<file path="config.mk">
export PLATFORM = sky130hd
export DESIGN_NAME = cia_map_mem
export DESIGN_NICKNAME = d
export VERILOG_FILES = /design/src/hw/rtl/cia_pkg.sv /design/src/hw/rtl/cia_map_mem.sv
export SDC_FILE = /design/constraint.sdc
export NUM_CORES = 2
export LEC_CHECK = 0
export BUFFER_PORTS_ARGS = -buffer_cell sky130_fd_sc_hd__buf_2
export CAP_MARGIN = 10
export CORE_UTILIZATION = 51
export CTS_BUF_LIST = sky130_fd_sc_hd__clkbuf_8
export DETAILED_ROUTE_END_ITERATION = 10
export PLACE_DENSITY = 0.66
export RECOVER_POWER = 50
export SLEW_MARGIN = 25
export SYNTH_ARGS = -nofsm -noshare
export SYNTH_HDL_FRONTEND = slang
export SYNTH_SLANG_ARGS = --single-unit
</file>
<file path="constraint.sdc">
create_clock -name i_clk -period 17.5 [get_ports i_clk]
set_clock_uncertainty 0.05 [all_clocks]
set_input_delay 1.75 -clock i_clk [delete_from_list [all_inputs] [get_ports i_clk]]
set_output_delay 1.75 -clock i_clk [all_outputs]
set_load 0.005 [all_outputs]
</file>
<file path="src/hw/rtl/cia_pkg.sv">
// ----------------------------------------------------------------------------
// cia_pkg
// Shared types, codes and helpers of the cyclic ID allocator.
// ----------------------------------------------------------------------------
package cia_pkg;

    localparam int CIA_ID_SPACE = 4096;

    // Internal ID width: id_limit is 13 bits, so no ID or cursor goes past it.
    localparam int ID_W       = 13;
    localparam int FIELD_W    = 12;
    localparam int BIT_W      = 6;
    localparam int MAP_W      = 64;
    localparam int WORD_W     = ID_W - BIT_W;
    localparam int ACT_W      = 2;
    localparam int ST_W       = 2;
    localparam int CFG_IDX_W  = 1;
    localparam int CFG_DATA_W = 13;

    localparam logic [ACT_W-1:0] ACT_ALLOC   = 2'd0;
    localparam logic [ACT_W-1:0] ACT_FREE    = 2'd1;
    localparam logic [ACT_W-1:0] ACT_DISABLE = 2'd2;

    localparam logic [ST_W-1:0] ST_OK       = 2'd0;
    localparam logic [ST_W-1:0] ST_NO_SPACE = 2'd1;
    localparam logic [ST_W-1:0] ST_DISABLED = 2'd2;

    localparam logic [CFG_IDX_W-1:0] CFG_ID_LIMIT = 1'd0;
    localparam logic [CFG_IDX_W-1:0] CFG_FLOOR    = 1'd1;

    localparam logic [ID_W-1:0]    RST_ID_LIMIT = 13'd4096;
    localparam logic [FIELD_W-1:0] RST_FLOOR    = 12'd300;

    typedef struct packed {
        logic [ID_W-1:0]    id_limit;
        logic [FIELD_W-1:0] reserved_floor;
    } t_cfg;

    typedef struct packed {
        logic              wr_en;
        logic [WORD_W-1:0] wr_word;
        logic [MAP_W-1:0]  wr_data;
        logic [WORD_W-1:0] rd_word;
    } t_mem_req;

    typedef struct packed {
        logic             found;
        logic [BIT_W-1:0] idx;
    } t_hit;

    // Lowest set bit of a map word.
    function automatic t_hit first_set(input logic [MAP_W-1:0] vec);
        t_hit h;
        h.found = 1'b0;
        h.idx   = '0;
        for (int b = MAP_W - 1; b >= 0; b--) begin
            if (vec[b]) begin
                h.found = 1'b1;
                h.idx   = BIT_W'(b);
            end
        end
        return h;
    endfunction

endpackage

</file>
<file path="src/hw/rtl/cia_map_mem.sv">
// ----------------------------------------------------------------------------
// cia_map_mem
// Used-map storage: 64-bit words, one write and one registered read a cycle,
// with a reset-cleared valid bit per word so unwritten words read as free.
// ----------------------------------------------------------------------------
module cia_map_mem import cia_pkg::*; #(
    parameter int ID_SPACE = CIA_ID_SPACE
) (
    input  logic             i_clk,
    input  logic             i_rst_n,
    input  t_mem_req         i_req,
    output logic [MAP_W-1:0] o_rd_data
);

    localparam int SPACE_CLIP = (ID_SPACE > 8191) ? 8191 : ID_SPACE;
    localparam int NW         = (SPACE_CLIP + MAP_W - 1) / MAP_W;
    localparam int AW         = (NW > 1) ? $clog2(NW) : 1;

    logic [MAP_W-1:0] mem [NW];
    logic [NW-1:0]    r_row_valid;
    logic [MAP_W-1:0] r_q;
    logic             r_rd_ok;

    always_ff @(posedge i_clk) begin
        if (i_req.wr_en) begin
            mem[i_req.wr_word[AW-1:0]] <= i_req.wr_data;
        end
        r_q <= mem[i_req.rd_word[AW-1:0]];
    end

    always_ff @(posedge i_clk) begin
        if (!i_rst_n) begin
            r_row_valid <= '0;
            r_rd_ok     <= 1'b0;
        end else begin
            if (i_req.wr_en) begin
                r_row_valid[i_req.wr_word[AW-1:0]] <= 1'b1;
            end
            // words past the map read as free; the scan masks them anyway
            r_rd_ok <= ({1'b0, i_req.rd_word} < 8'(NW)) &&
                       r_row_valid[i_req.rd_word[AW-1:0]];
        end
    end

    assign o_rd_data = r_rd_ok ? r_q : '0;

endmodule

</file>
Word-level counts from Yosys, hierarchy flattened
Memory sizes are Yosys's and may differ from the RTL's. A register that Yosys moved wholly into a read port is not among the register bits.
Cells that the tools add are included.
{"block": "totals", "rom_bits": 0, "ff_bits": 65, "latch_bits": 0, "n_memories": 1, "mem_bits_rw": 4096, "wordCells": 17, "output_inout_bits": 64, "in_bits": 81}
{"name": "mem", "words": 64, "word_bits": 64, "read_ports": 1, "rd_clocked_by_memory_dff": 1, "wr": 1, "line_no": "cia_map_mem.sv:19", "rtl": "logic [MAP_W-1:0] mem [NW];"}
{"block": "classes", "n_mux": 7, "eq_ne": 0, "bitwise_logic": 1, "n_shift": 0, "mul": 0, "n_reduce_logical": 2, "div_mod_pow": 0, "magnitude_cmp": 4, "add_sub_neg": 0}
{"operator": "$mux 64", "n": 1}
{"operator": "$or 64x64->64", "n": 1}
{"operator": "$lt 6x7->1 const B", "n": 2}
{"operator": "$lt 7x7->1 const B", "n": 1}
{"operator": "$bmux 1 s6", "n": 1}
{"operator": "$demux 1 s6", "n": 1}
{"operator": "$ge 6x1->1 const B", "n": 1}
{"operator": "$mux 1", "n": 4}
{"operator": "$logic_and 1x1->1", "n": 2}

Depth between registers and ports, before layout
{"block": "logic_depth", "depth_word": 5, "depth_mapped": 10, "ltp_nobuf": 5}

Worst setup path before layout
Ideal clock, no wire load.
{"block": "synth_timing", "path_type": "input to register", "start": "input port i_req[75] (netlist name)", "end": "memory mem[48][0], enable pin", "arrival_time_ns": 6.644, "path_slack_ns": 10.239, "setup_ns": 0.567, "path_buffers": 1, "required_ns": 16.883, "path_stages": 4, "path_cell_list": "clkbuf_1 -> and3b_1 -> nand2_1 -> nor3_1"}
{"item": "start, declared", "line_no": "cia_map_mem.sv:11", "rtl": "input t_mem_req i_req,"}
{"item": "end, declared", "line_no": "cia_map_mem.sv:19"}
No word-level cell before the write port.

==> impl_metrics.tcl <==
set metrics [dict create \
    cts_made_buffers 646 \
    core_area_um2 309000 \
    vias_per_cell 6.42 \
    min_period_ns 5.87 \
    worstHoldStart "r_row_valid[20]" \
    ios 145 \
    async_flop_share 0 \
    cts_tree "done" \
    synth_edf_count 4096 \
    crit_fanout 80 \
    netlist_instances 6840 \
    drt-initial-drc-count 10000 \
    final_antenna_net_count 0 \
    drv_slew 4195 \
    post-route-period-util 0.336 \
    yosysSeqAreaShare 0.792 \
    gp_congestion 0.783 \
    grt_pass1_wl_um 578000 \
    cp-start-kind "primary input" \
    crit_path_end_kind "register" \
    synth.area.top_cells "edfxtp_1, mux4_2, dfxtp_1" \
    rows 204 \
    max_cap_viol_count 73 \
    grt_util_all_layers 0.262 \
    fmax_mhz 170 \
    yosys_warnings 0 \
    fp.dieH_um 560 \
    critPathKind "primary input to register" \
    cp_data_required_time_ns 18.34 \
    htreeDepth 6 \
    min_path_cells 1 \
    slew_headroom -1.14 \
    finalNetCount 7535 \
    numPortBuffers 143 \
    rsz0062_at_grt "false" \
    synth_commonest_cells "edfxtp_1, mux4_2, a22oi_1" \
    powerDensity_nw_per_um2 111 \
    syn-num-nets 6921 \
    root_buffer "clkbuf_8" \
    synth_most_common_cell "edfxtp_1" \
    area_growth_pct 11.5 \
    vias 77600 \
    clock_latency_ns 1.12 \
    post_cts_buffers 0 \
    hold_violations 0 \
    grt.overflow.total 0 \
    rr_startpoint "mem[21][27]" \
    setup_violations 0 \
    arrival_ns 6.71 \
    synth_seq_cells 4225 \
    peakVddDrop_uv 67.9 \
    antenna_found_initial 29 \
    synth_ff_type "edfxtp_1" \
    clock_path_buffers 4 \
    r2r-end "r_q[27]" \
    firstDrtPassIters 9 \
    cts_hold_buf 0 \
    start_util 0.513 \
    finalSetupTns_ns 0 \
    syn_avg_cell_area_um2 23.2 \
    synth_top_area_share 0.775 \
    routed_wl_um 410000 \
    die_w_um 560 \
    cts.sinks 4225 \
    drive_gt1_frac 0.275 \
    grt_pass1_vias 79000 \
    hpwl_um 217000 \
    ys_types 36 \
    reg2regPathDepth 5 \
    syn_area_um2 159000 \
    violations "design-rule violations, max-capacitance violations, max-slew violations" \
    hp-class "register to register" \
    worst_pin_slew_ns 3.21 \
    die_area_um2 313000 \
    setup_ws_ns 11.63 \
    rrSetupSlack_ns 14.78 \
    cp-startpoint "i_req[0]" \
    clk_pin_slew_worst_paths_ns 0.06 \
    p_leak_nw 55.9 \
    cts_resized 0 \
    route.detailed.drc 20 \
    status "finished with violations" \
    dpl_worst_slack_ns 10.36 \
    grt_max_degree 128 \
    avgRoutedWirePerCell_um 33.9 \
    whs_endpoint "r_row_valid[20]" \
    synth_area_leader_cell "edfxtp_1" \
]
where the power goes:
part / total (W) / internal (W) / leakage (nW) / switching [W]
logic: 0.000889 / 0.000318 / 11.1 / 0.000571
clock network: 0.00752 / 0.00375 / 6.92 / 0.00377
registers: 0.0112 / 0.0112 / 37.9 / 0.0000332
layout by cell type, fill, tap and decap left out, drive strengths merged, types with 6 or more instances in the layout:
cell type / n
edfxtp: 4096
mux4: 1000
clkbuf: 749
buf: 292
a22oi: 276
inv: 267
clkinv: 195
mux2i: 174
dfxtp: 129
o22ai: 108
nor2: 87
a211oi: 84
and2: 68
o21a: 64
nand3: 48
o21ai: 44
a31oi: 44
mux2: 42
a2111oi: 39
nand2: 38
nor2b: 30
a221oi: 20
and3: 20
diode: 15
bufinv: 10
clkinvlp: 6
nand2b: 6
nor3: 6
cell type report:
cell class              count  area [um^2]
diodes                     15         37.5
clock buffers             676         9300
clock inverters           478         2460
fillers                 22200       132000
multi-input cells        2216        31700
flip-flops and latches   4225       126000
well taps                4120         5150
repair buffers            365         2560
worst max-delay path, stage by stage:
cell and delay [ns]:
buf_12 0.57, buf_12 0.59, buf_4 0.69, buf_4 0.72
buf_4 0.70, mux4_2 0.58, a22oi_1 0.22, nand3_1 0.12
o21ai_0 0.41, a31oi_1 0.08
routing by layer:
metal / GRT usage / up-vias / wire length [um]
met2: 0.432 / 4253 / 203000
li1: - / 30800 / -
met1: 0.356 / 41800 / 154000
met4: 0.0819 / 22 / 13400
met3: 0.0486 / 813 / 39200
met5: 0 / - / 133
worst max-delay path by stage:
stage,end
5_1_grt,r_q[12]
3_5_place_dp,r_q[12]
3_3_place_gp,r_q[12]
4_1_cts,r_q[12]
6_report,r_q[12]
2_1_floorplan,mem[48][0]
logic make-up after synthesis:
group	Yosys count	synth area share
AO/OA/AOI/OAI	684	0.0310
AND/OR/NAND/NOR	316	0.0102
flip-flops	4225	0.792
multiplexers	1216	0.156
buffers and inverters	399	0.0112
sequential cells by signal, summed over array words and instances (netlist names):
| name | count |
|---|---|
| mem | 4096 |
| r_rd_ok | 1 |
| r_q | 64 |
| r_row_valid | 64 |
metrics by stage:
stage | hold slack [ns] | utilization | power [W] | cell area [um^2] | cells
6_report | 0.412 | 0.572 | 0.0196 | 177000 | 12100
5_1_grt | 0.429 | 0.572 | 0.0202 | 177000 | 12100
4_1_cts | 0.413 | 0.572 | 0.0197 | 177000 | 12100
3_5_place_dp | 0.400 | 0.534 | 0.0123 | 165000 | 10900
3_3_place_gp | 0.391 | 0.534 | 0.0123 | 165000 | 10900
2_1_floorplan | 0.385 | - | 0.0119 | 159000 | 6840
(Power assumes the default switching activity.)
